==> src/rtl/amjs_pkg.sv <==
`timescale 1ns / 1ps
// ----------------------------------------------------------------------------
// amjs_pkg
// Types, phase codes and constants shared by the modem join sequencer.
// ----------------------------------------------------------------------------
package amjs_pkg;

  localparam int unsigned NUM_INIT_CMDS = 5;

  localparam int unsigned CMD_IDX_W   = 3;
  localparam int unsigned CODE_W      = 4;
  localparam int unsigned ERR_CNT_W   = 8;
  localparam int unsigned SEND_CNT_W  = 16;
  localparam int unsigned TIME_W      = 32;
  localparam int unsigned CFG_IDX_W   = 1;
  localparam int unsigned CFG_DATA_W  = 32;

  localparam logic [TIME_W-1:0]    SYNC_DELAY_MS       = 32'd5000;
  localparam logic [TIME_W-1:0]    REJOIN_GAP_MS       = 32'd1000;
  localparam logic [TIME_W-1:0]    DEFAULT_INTERVAL_MS = 32'd30000;
  localparam logic [ERR_CNT_W-1:0] INIT_TRIES          = 8'd3;

  localparam logic [ERR_CNT_W-1:0] RETRY_LIMIT_RST   = 8'd3;
  localparam logic [TIME_W-1:0]    SEND_INTERVAL_RST = 32'd300000;

  // command codes
  localparam logic [CODE_W-1:0] CODE_NONE    = 4'd0;
  localparam logic [CODE_W-1:0] CODE_JOIN    = 4'd5;
  localparam logic [CODE_W-1:0] CODE_TIMEREQ = 4'd6;
  localparam logic [CODE_W-1:0] CODE_LTIME   = 4'd7;
  localparam logic [CODE_W-1:0] CODE_SEND    = 4'd8;

  // send response classes
  localparam logic [1:0] SRES_OTHER   = 2'd0;
  localparam logic [1:0] SRES_OK      = 2'd1;
  localparam logic [1:0] SRES_TIMEOUT = 2'd2;
  localparam logic [1:0] SRES_ERROR   = 2'd3;

  // configuration register indexes
  localparam logic [CFG_IDX_W-1:0] CFG_RETRY_LIMIT   = 1'b0;
  localparam logic [CFG_IDX_W-1:0] CFG_SEND_INTERVAL = 1'b1;

  // bit position of each phase is its external phase code
  typedef enum logic [15:0] {
    PH_INIT             = 16'h0001,
    PH_SEND_CMD         = 16'h0002,
    PH_WAIT_OK          = 16'h0004,
    PH_SEND_JOIN        = 16'h0008,
    PH_WAIT_JOIN_OK     = 16'h0010,
    PH_SEND_TIMEREQ     = 16'h0020,
    PH_WAIT_TIMEREQ_OK  = 16'h0040,
    PH_WAIT_TIME_SYNC   = 16'h0080,
    PH_SEND_LTIME       = 16'h0100,
    PH_WAIT_LTIME       = 16'h0200,
    PH_SEND_PERIODIC    = 16'h0400,
    PH_WAIT_SEND_RSP    = 16'h0800,
    PH_WAIT_INTERVAL    = 16'h1000,
    PH_JOIN_RETRY       = 16'h2000,
    PH_DONE             = 16'h4000,
    PH_ERROR            = 16'h8000
  } phase_t;

  localparam logic [3:0] PHASE_CODE_ERROR = 4'd15;

  typedef struct packed {
    phase_t                  phase;
    logic [CMD_IDX_W-1:0]    init_idx;
    logic [ERR_CNT_W-1:0]    err_cnt;
    logic [SEND_CNT_W-1:0]   send_total;
    logic [TIME_W-1:0]       last_send_ms;
    logic [TIME_W-1:0]       retry_mark_ms;
  } seq_state_t;

  typedef struct packed {
    logic [ERR_CNT_W-1:0] retry_limit;
    logic [TIME_W-1:0]    send_gap_ms;
  } seq_cfg_t;

  typedef struct packed {
    logic              kind;
    logic [TIME_W-1:0] now_ms;
    logic              rsp_ok;
    logic              rsp_join_ok;
    logic              rsp_error;
    logic              rsp_is_time;
    logic [1:0]        send_result;
  } poll_item_t;

  typedef struct packed {
    logic                  cmd_valid;
    logic [CODE_W-1:0]     cmd_code;
    logic [3:0]            phase_code;
    logic [SEND_CNT_W-1:0] sends_done;
    logic                  failed;
  } step_result_t;

  function automatic logic [3:0] phase_code(input phase_t ph);
    logic [3:0] code;
    unique case (ph)
      PH_INIT:            code = 4'd0;
      PH_SEND_CMD:        code = 4'd1;
      PH_WAIT_OK:         code = 4'd2;
      PH_SEND_JOIN:       code = 4'd3;
      PH_WAIT_JOIN_OK:    code = 4'd4;
      PH_SEND_TIMEREQ:    code = 4'd5;
      PH_WAIT_TIMEREQ_OK: code = 4'd6;
      PH_WAIT_TIME_SYNC:  code = 4'd7;
      PH_SEND_LTIME:      code = 4'd8;
      PH_WAIT_LTIME:      code = 4'd9;
      PH_SEND_PERIODIC:   code = 4'd10;
      PH_WAIT_SEND_RSP:   code = 4'd11;
      PH_WAIT_INTERVAL:   code = 4'd12;
      PH_JOIN_RETRY:      code = 4'd13;
      PH_DONE:            code = 4'd14;
      PH_ERROR:           code = PHASE_CODE_ERROR;
      default:            code = 4'd0;
    endcase
    return code;
  endfunction

endpackage

==> src/rtl/amjs_step.sv <==
`timescale 1ns / 1ps
// ----------------------------------------------------------------------------
// amjs_step
// Next-state and result logic for one poll step of the join sequencer.
// ----------------------------------------------------------------------------
module amjs_step
  import amjs_pkg::*;
(
  input  seq_state_t   cur,
  input  seq_cfg_t     cfg,
  input  poll_item_t   item,
  output seq_state_t   nxt,
  output step_result_t res
);

  logic                  r_ok, r_join, r_err, r_time;
  logic [1:0]            s_res;
  logic [ERR_CNT_W-1:0]  ec_inc;
  logic [CMD_IDX_W-1:0]  idx_inc;
  logic [TIME_W-1:0]     ref_ms, elapsed, interval;
  logic                  issue;
  logic [CODE_W-1:0]     code;

  // response flags only count when a line arrived
  assign r_ok   = item.kind & item.rsp_ok;
  assign r_join = item.kind & item.rsp_join_ok;
  assign r_err  = item.kind & item.rsp_error;
  assign r_time = item.kind & item.rsp_is_time;
  assign s_res  = item.kind ? item.send_result : SRES_OTHER;

  assign ec_inc  = (cur.err_cnt != '1) ? cur.err_cnt + 1'b1 : cur.err_cnt;
  assign idx_inc = (cur.init_idx != '1) ? cur.init_idx + 1'b1 : cur.init_idx;

  // one shared elapsed-time subtractor
  assign ref_ms   = (cur.phase == PH_WAIT_INTERVAL) ? cur.last_send_ms : cur.retry_mark_ms;
  assign elapsed  = item.now_ms - ref_ms;
  assign interval = (cfg.send_gap_ms != '0) ? cfg.send_gap_ms
                                            : DEFAULT_INTERVAL_MS;

  always_comb begin
    nxt   = cur;
    issue = 1'b0;
    code  = CODE_NONE;
    unique case (cur.phase)
      PH_INIT: begin
        nxt.init_idx      = '0;
        nxt.err_cnt       = '0;
        nxt.retry_mark_ms = '0;
        nxt.phase         = PH_SEND_CMD;
      end
      PH_SEND_CMD: begin
        if (cur.init_idx < CMD_IDX_W'(NUM_INIT_CMDS)) begin
          issue     = 1'b1;
          code      = CODE_W'(cur.init_idx);
          nxt.phase = PH_WAIT_OK;
        end else begin
          nxt.phase = PH_SEND_JOIN;
        end
      end
      PH_WAIT_OK: begin
        if (r_ok) begin
          nxt.init_idx = idx_inc;
          nxt.phase    = PH_SEND_CMD;
        end else if (r_err) begin
          // third counted failure skips the command; a success does not clear the count
          if (ec_inc >= INIT_TRIES) begin
            nxt.init_idx = idx_inc;
            nxt.err_cnt  = '0;
          end else begin
            nxt.err_cnt = ec_inc;
          end
          nxt.phase = PH_SEND_CMD;
        end
      end
      PH_SEND_JOIN: begin
        issue     = 1'b1;
        code      = CODE_JOIN;
        nxt.phase = PH_WAIT_JOIN_OK;
      end
      PH_WAIT_JOIN_OK: begin
        if (r_join) begin
          nxt.phase         = PH_SEND_TIMEREQ;
          nxt.send_total    = '0;
          nxt.err_cnt       = '0;
          nxt.retry_mark_ms = '0;
        end
      end
      PH_SEND_TIMEREQ: begin
        issue     = 1'b1;
        code      = CODE_TIMEREQ;
        nxt.phase = PH_WAIT_TIMEREQ_OK;
      end
      PH_WAIT_TIMEREQ_OK: begin
        if (r_ok) begin
          nxt.phase         = PH_WAIT_TIME_SYNC;
          nxt.retry_mark_ms = item.now_ms;
        end
      end
      PH_WAIT_TIME_SYNC: begin
        // a mark of zero means none taken yet
        if (cur.retry_mark_ms == '0) begin
          nxt.retry_mark_ms = item.now_ms;
        end else if (elapsed >= SYNC_DELAY_MS) begin
          nxt.phase         = PH_SEND_LTIME;
          nxt.retry_mark_ms = '0;
        end
      end
      PH_SEND_LTIME: begin
        issue     = 1'b1;
        code      = CODE_LTIME;
        nxt.phase = PH_WAIT_LTIME;
      end
      PH_WAIT_LTIME: begin
        if (r_time) nxt.phase = PH_SEND_PERIODIC;
      end
      PH_SEND_PERIODIC: begin
        issue     = 1'b1;
        code      = CODE_SEND;
        nxt.phase = PH_WAIT_SEND_RSP;
        if (cur.send_total != '1) nxt.send_total = cur.send_total + 1'b1;
      end
      PH_WAIT_SEND_RSP: begin
        if (s_res == SRES_OK || s_res == SRES_TIMEOUT) begin
          nxt.phase        = PH_WAIT_INTERVAL;
          nxt.err_cnt      = '0;
          nxt.last_send_ms = item.now_ms;
        end else if (s_res == SRES_ERROR) begin
          nxt.err_cnt = ec_inc;
          if (cfg.retry_limit == '0 || ec_inc < cfg.retry_limit) begin
            nxt.phase = PH_JOIN_RETRY;
          end else begin
            nxt.phase = PH_ERROR;
          end
        end
      end
      PH_WAIT_INTERVAL: begin
        if (elapsed >= interval) nxt.phase = PH_SEND_LTIME;
      end
      PH_JOIN_RETRY: begin
        if (cur.retry_mark_ms == '0 || elapsed >= REJOIN_GAP_MS) begin
          nxt.retry_mark_ms = item.now_ms;
          nxt.phase         = PH_SEND_JOIN;
        end
      end
      PH_DONE, PH_ERROR: begin
        nxt = cur;
      end
      default: begin
        nxt = cur;
      end
    endcase
  end

  assign res.cmd_valid  = issue;
  assign res.cmd_code   = code;
  assign res.phase_code = phase_code(nxt.phase);
  assign res.sends_done = nxt.send_total;
  assign res.failed     = (nxt.phase == PH_ERROR);

endmodule

==> src/rtl/at_modem_join_sequencer_unit.sv <==
`timescale 1ns / 1ps
// A poll beat's result is registered into the output register on accept.
// Throughput: one beat per cycle unless stalled; state updates with the result.
// Input ready holds high while the output register is empty or being drained.
// Reset (synchronous, active low): phase INIT, counters and time marks cleared,
// retry limit 3, send interval 300000 ms, output register empty.
// ----------------------------------------------------------------------------
// at_modem_join_sequencer_unit
// AT modem bring-up sequencer: one poll beat in, one command/status beat out.
// ----------------------------------------------------------------------------
module at_modem_join_sequencer_unit
  import amjs_pkg::*;
(
  input  logic                  clk,
  input  logic                  rst_n,

  input  logic                  cfg_wr_en,
  input  logic [CFG_IDX_W-1:0]  cfg_index,
  input  logic [CFG_DATA_W-1:0] cfg_wdata,

  input  logic                  in_valid,
  output logic                  in_ready,
  input  logic                  in_kind,
  input  logic [TIME_W-1:0]     in_now_ms,
  input  logic                  in_rsp_ok,
  input  logic                  in_rsp_join_ok,
  input  logic                  in_rsp_error,
  input  logic                  in_rsp_is_time,
  input  logic [1:0]            in_send_result,

  output logic                  out_valid,
  input  logic                  out_ready,
  output logic                  out_cmd_valid,
  output logic [CODE_W-1:0]     out_cmd_code,
  output logic [3:0]            out_phase_code,
  output logic [SEND_CNT_W-1:0] out_sends_done,
  output logic                  out_failed
);

  seq_state_t   state_r, state_nxt;
  seq_cfg_t     cfg_r;
  poll_item_t   item;
  step_result_t res_nxt, res_r;
  logic         out_valid_r;
  logic         accept;

  assign item = '{kind:        in_kind,
                  now_ms:      in_now_ms,
                  rsp_ok:      in_rsp_ok,
                  rsp_join_ok: in_rsp_join_ok,
                  rsp_error:   in_rsp_error,
                  rsp_is_time: in_rsp_is_time,
                  send_result: in_send_result};

  assign in_ready = ~out_valid_r | out_ready;
  assign accept   = in_valid & in_ready;

  amjs_step u_step (
    .cur  (state_r),
    .cfg  (cfg_r),
    .item (item),
    .nxt  (state_nxt),
    .res  (res_nxt)
  );

  always_ff @(posedge clk) begin
    if (!rst_n) begin
      cfg_r.retry_limit <= RETRY_LIMIT_RST;
      cfg_r.send_gap_ms <= SEND_INTERVAL_RST;
    end else if (cfg_wr_en) begin
      unique case (cfg_index)
        CFG_RETRY_LIMIT:   cfg_r.retry_limit <= cfg_wdata[ERR_CNT_W-1:0];
        CFG_SEND_INTERVAL: cfg_r.send_gap_ms <= cfg_wdata[TIME_W-1:0];
        default: ;
      endcase
    end
  end

  always_ff @(posedge clk) begin
    if (!rst_n) begin
      state_r.phase         <= PH_INIT;
      state_r.init_idx      <= '0;
      state_r.err_cnt       <= '0;
      state_r.send_total    <= '0;
      state_r.last_send_ms  <= '0;
      state_r.retry_mark_ms <= '0;
      out_valid_r           <= 1'b0;
    end else begin
      if (accept) begin
        state_r     <= state_nxt;
        out_valid_r <= 1'b1;
      end else if (out_ready) begin
        out_valid_r <= 1'b0;
      end
    end
  end

  // result payload, no reset needed
  always_ff @(posedge clk) begin
    if (accept) res_r <= res_nxt;
  end

  assign out_valid      = out_valid_r;
  assign out_cmd_valid  = res_r.cmd_valid;
  assign out_cmd_code   = res_r.cmd_code;
  assign out_phase_code = res_r.phase_code;
  assign out_sends_done = res_r.sends_done;
  assign out_failed     = res_r.failed;

`ifndef SYNTHESIS
  a_phase_onehot: assert property (@(posedge clk) disable iff (!rst_n)
    $onehot(state_r.phase))
    else $error("phase register not one-hot");

  a_error_sticky: assert property (@(posedge clk) disable iff (!rst_n)
    state_r.phase == PH_ERROR |=> state_r.phase == PH_ERROR)
    else $error("left the error phase");

  a_failed_matches_phase: assert property (@(posedge clk) disable iff (!rst_n)
    out_valid_r |-> (out_failed == (out_phase_code == PHASE_CODE_ERROR)))
    else $error("failed flag disagrees with phase code");

  a_no_cmd_zero_code: assert property (@(posedge clk) disable iff (!rst_n)
    out_valid_r && !out_cmd_valid |-> out_cmd_code == CODE_NONE)
    else $error("command code set without a command");

  a_result_tracks_state: assert property (@(posedge clk) disable iff (!rst_n)
    accept |=> out_phase_code == phase_code(state_r.phase)
               && out_sends_done == state_r.send_total)
    else $error("result beat disagrees with stored state");
`endif

endmodule
==> config.mk <==
export PLATFORM = sky130hd
export DESIGN_NAME = at_modem_join_sequencer_unit
export DESIGN_NICKNAME = d
export VERILOG_FILES = /design/src/rtl/amjs_pkg.sv /design/src/rtl/amjs_step.sv /design/src/rtl/at_modem_join_sequencer_unit.sv
export SDC_FILE = /design/constraint.sdc
export NUM_CORES = 1
export LEC_CHECK = 0
export BUFFER_PORTS_ARGS = -buffer_cell sky130_fd_sc_hd__buf_2
export CORE_MARGIN = 5
export CORE_UTILIZATION = 53
export DETAILED_ROUTE_END_ITERATION = 12
export PLACE_DENSITY = 0.8
export SYNTH_ARGS = -nofsm -noshare
export SYNTH_HDL_FRONTEND = slang
export SYNTH_SLANG_ARGS = --single-unit
==> constraint.sdc <==
create_clock -name clk -period 8 [get_ports clk]
set_input_delay 0.8 -clock clk [delete_from_list [all_inputs] [get_ports clk]]
set_output_delay 0.8 -clock clk [all_outputs]
set_load 0.02 [all_outputs]
==> metrics.md <==
| Metric | Value |
|---|---|
| Post-Syn Instances | 1,589 |
| Largest net degree at the start of global routing | 102 |
| Core ar. | 0.0226 mm2 |
| Min-Delay Startpoint | state_r[34]$_SDFFE_PN0P_ |
| Post-route cell area | 0.0133 mm2 |
| Yosys warns | 0 |
| Sequential cell area | 0.00374 mm2 |
| Hold/Removal Path Class | flip-flop to flip-flop |
| Fmax | 137 MHz |
| Total setup buffers inserted after CTS | 0 |
| Min-Delay Endpoint | state_r[34]$_SDFFE_PN0P_ |
| PortBufs | 104 |
| Post-CTS Hold Buffers | 0 |
| Setup violators final | 0 |
| CP Max Fanout | 14 |
| Status | completed |
| Drt initial violations | 1,089 |
| Drt first pass iters | 7 |
| Avg Cell Area, Syn | 7.63 um2 |
| CP required | 8280 ps |
| CTS tree | done |
| Number of core rows | 55 |
| Crit end category | flip-flop |
| Number of synthesized flops with an enable pin | 26 |
| Yosys reg bits | 174 |
| Vias | 12,002 |
| Max Transition Viols Final | 0 |
| Root Buffer | clkbuf_16 |
| Slew headroom | 0.149 |
| Maximum VDD drop | 0.000150 V |
| First-pass GRT wire length | 57,900 um |
| Clk buf depth | 2 |
| RSZ-0062 raised after global routing | false |
| Die area | 0.0260 mm2 |
| Final Power | 2.24 mW |
| Hold depth | 2 |
| Clock skew | 13.8 ps |
| Critical path startpoint category | flip-flop |
| Arr. time, crit path | 7580 ps |
| Number of H-tree levels | 4 |
| RD Place Congestion | 1.02 |
| Kind of critical path | flip-flop to flip-flop |
| Multi-input logic area | 0.00777 mm2 |
| Final Cycle Share | 0.912 |
| Initial antenna violation count | 1 |
| Reg2Reg Setup Slack | 700 ps |
| N_diodes | 0 |
| Setup ws final | 700 ps |
| Mapped Area | 0.0121 mm2 |
| Cts repair resizes | 0 |
| Ys flop type | dfxtp_1 |
| Nets@finish | 1,792 |
| Initial core utilization | 0.537 |
| Final hold viol count | 0 |
| Die H | 161 um |
| Via-per-instance ratio | 6.19 |
| Reg2reg end | out_phase_code[1]$_DFFE_PP_ |
| Biggest area consumer among synthesized cells | dfxtp_1 |
| Synth-to-layout area growth | 9.90% |
| Placement Setup Slack | 782 ps |
| GRT Resource Usage Total | 0.268 |
| Final Routed Wirelength | 35,300 um |
| Worst-margin pin slew | 1280 ps |
| Post-synth cell types | 99 |
| Clock transition at the registers of the reported paths | 70 ps |
| Min Tclk post-route | 7300 ps |
| Worst flop-to-flop path startpoint | state_r[99]$_SDFFE_PN0P_ |
| Clock Latency Late Sink | 440 ps |
| # IOs | 105 |
| Remaining Overflow, GRT | 0 |
| Avg WL per Cell | 18.2 um |
| Post-synthesis async set-or-reset flop share | 0 |
| TNS Setup | 0 ps |
| Sequential share of the synthesized area | 0.309 |
| Pwr dens | 168 mW/mm2 |
| Fill cells | 2,080 |
| Syn_nets | 1,741 |
| P_leak | 4.86 nW |
| CTS buffer count | 17 |
| Max Cap Violations | 0 |
| R2R depth | 21 |
| Sink Count | 174 |
| Post-synth top area share | 0.245 |
| Layout cells sized above 1 | 0.124 |
| Most frequent cells in the layout | nand2_1, a21oi_1, dfxtp_1 |
| Post-DP HPWL | 26,600 um |
| Synth top area cells | dfxtp_1, nand2_1, a21oi_1 |
| DRC | 0 |
| Most common cell after layout, fill and taps aside | nand2_1 |
| Final antenna-violating net count | 0 |
| Die W | 161 um |
| Placed inst area | 0.0127 mm2 |
| Vias in the first global route | 11,456 |
-- stage by stage --
stage / hold WS (ps) / utilization / instances
floorplan: 432 / - / 1589
global placement: 437 / 0.563 / 1906
detailed placement: 446 / 0.563 / 1906
CTS: 454 / 0.589 / 1938
global route: 465 / 0.590 / 1938
finish: 452 / 0.590 / 1938
-- cells in the mapped netlist (6+ instances only) --
| library cell | count |
|---|---|
| o21ai_1 | 8 |
| and3_1 | 8 |
| a31oi_1 | 6 |
| o31ai_1 | 8 |
| a21oi_1 | 187 |
| o21ai_0 | 59 |
| o211a_1 | 7 |
| a21o_1 | 7 |
| ha_1 | 74 |
| a22oi_1 | 7 |
| buf_2 | 6 |
| nand4_1 | 35 |
| o211ai_1 | 24 |
| nor2b_1 | 12 |
| mux2i_1 | 34 |
| nor3b_1 | 11 |
| nor3_1 | 24 |
| a211oi_1 | 18 |
| xor2_1 | 11 |
| and4_1 | 6 |
| edfxtp_1 | 26 |
| nor4_1 | 29 |
| nor2_1 | 115 |
| and2_1 | 16 |
| or2_2 | 7 |
| nand2_1 | 304 |
| a2111oi_0 | 11 |
| nand3_1 | 70 |
| o21a_1 | 15 |
| nor4b_1 | 6 |
| xnor2_1 | 18 |
| nand2b_1 | 16 |
| inv_1 | 61 |
| or3_1 | 16 |
| dfxtp_1 | 148 |
| clkbuf_1 | 61 |
-- report_power, final --
group / total (mW) / switching, mW / internal [mW]
combinational: 0.436 / 0.286 / 0.150
clock: 0.868 / 0.381 / 0.487
sequential: 0.932 / 0.0195 / 0.912
-- kinds of logic (layout without fill, tap and decap cells) --
family,Yosys count,after routing,synth area share
adders and majority gates,75,75,0.0781
and+or+nand+nor,712,712,0.287
DFF,174,174,0.309
AOI/OAI and AO/OA,418,418,0.223
xor gates and xnor gates,29,29,0.0210
muxes,35,35,0.0290
buffers and inverters,146,210,0.0535
-- routing by layer --
metal	vias to the layer above	GRT usage	share of wire
met1	5616	0.345	0.44
met4	0	0.108	0.034
met3	88	0.0344	0.053
met5	-	0	0
li1	5846	-	-
met2	452	0.456	0.48
-- final cells by class --
class | count | area share
Clock inverter | 13 | 0.0112
Tap cell | 285 | 0.0268
Clock buffer | 19 | 0.0341
Timing Repair Buffer | 116 | 0.0459
Multi-Input combinational cell | 1269 | 0.583
Inverter | 62 | 0.0177
Sequential cell | 174 | 0.281
-- sequential cells by signal (all words and copies together) (netlist names) --
signal and flops:
out_valid 1, out_sends_done 16, out_phase_code 4, out_failed 1
out_cmd_valid 1, state_r 107, cfg_r 40, out_cmd_code 4
-- worst max-delay path by stage --
stage / start / end / depth (start not counted)
after floorplan: state_r[93]$_SDFFE_PN0P_ / out_phase_code[3]$_DFFE_PP_ / 25
after global placement: state_r[99]$_SDFFE_PN0P_ / out_phase_code[2]$_DFFE_PP_ / 21
after detailed placement: state_r[99]$_SDFFE_PN0P_ / out_phase_code[2]$_DFFE_PP_ / 21
after CTS: state_r[91]$_SDFFE_PN1P_ / out_phase_code[2]$_DFFE_PP_ / 21
after global routing: state_r[99]$_SDFFE_PN0P_ / out_phase_code[1]$_DFFE_PP_ / 22
final: state_r[99]$_SDFFE_PN0P_ / out_phase_code[1]$_DFFE_PP_ / 21
-- critical path: stages, from the launching register on --
cell and delay [ps]:
dfxtp_1 410, nor4_1 580, and4_2 500, buf_4 340
mux2i_1 230, ha_1 340, a21oi_1 290, o21ai_0 250
a2111o_1 460, a31oi_1 350, o2111ai_2 200, ha_1 370
nand2_1 80, or3_1 420, a32o_1 330, a311oi_4 350
nand3_2 220, a21oi_1 400, o21ai_0 260, a2111oi_0 430
a32oi_1 180, o21ai_1 140
Note: power is estimated with default switching activity, not from simulation.
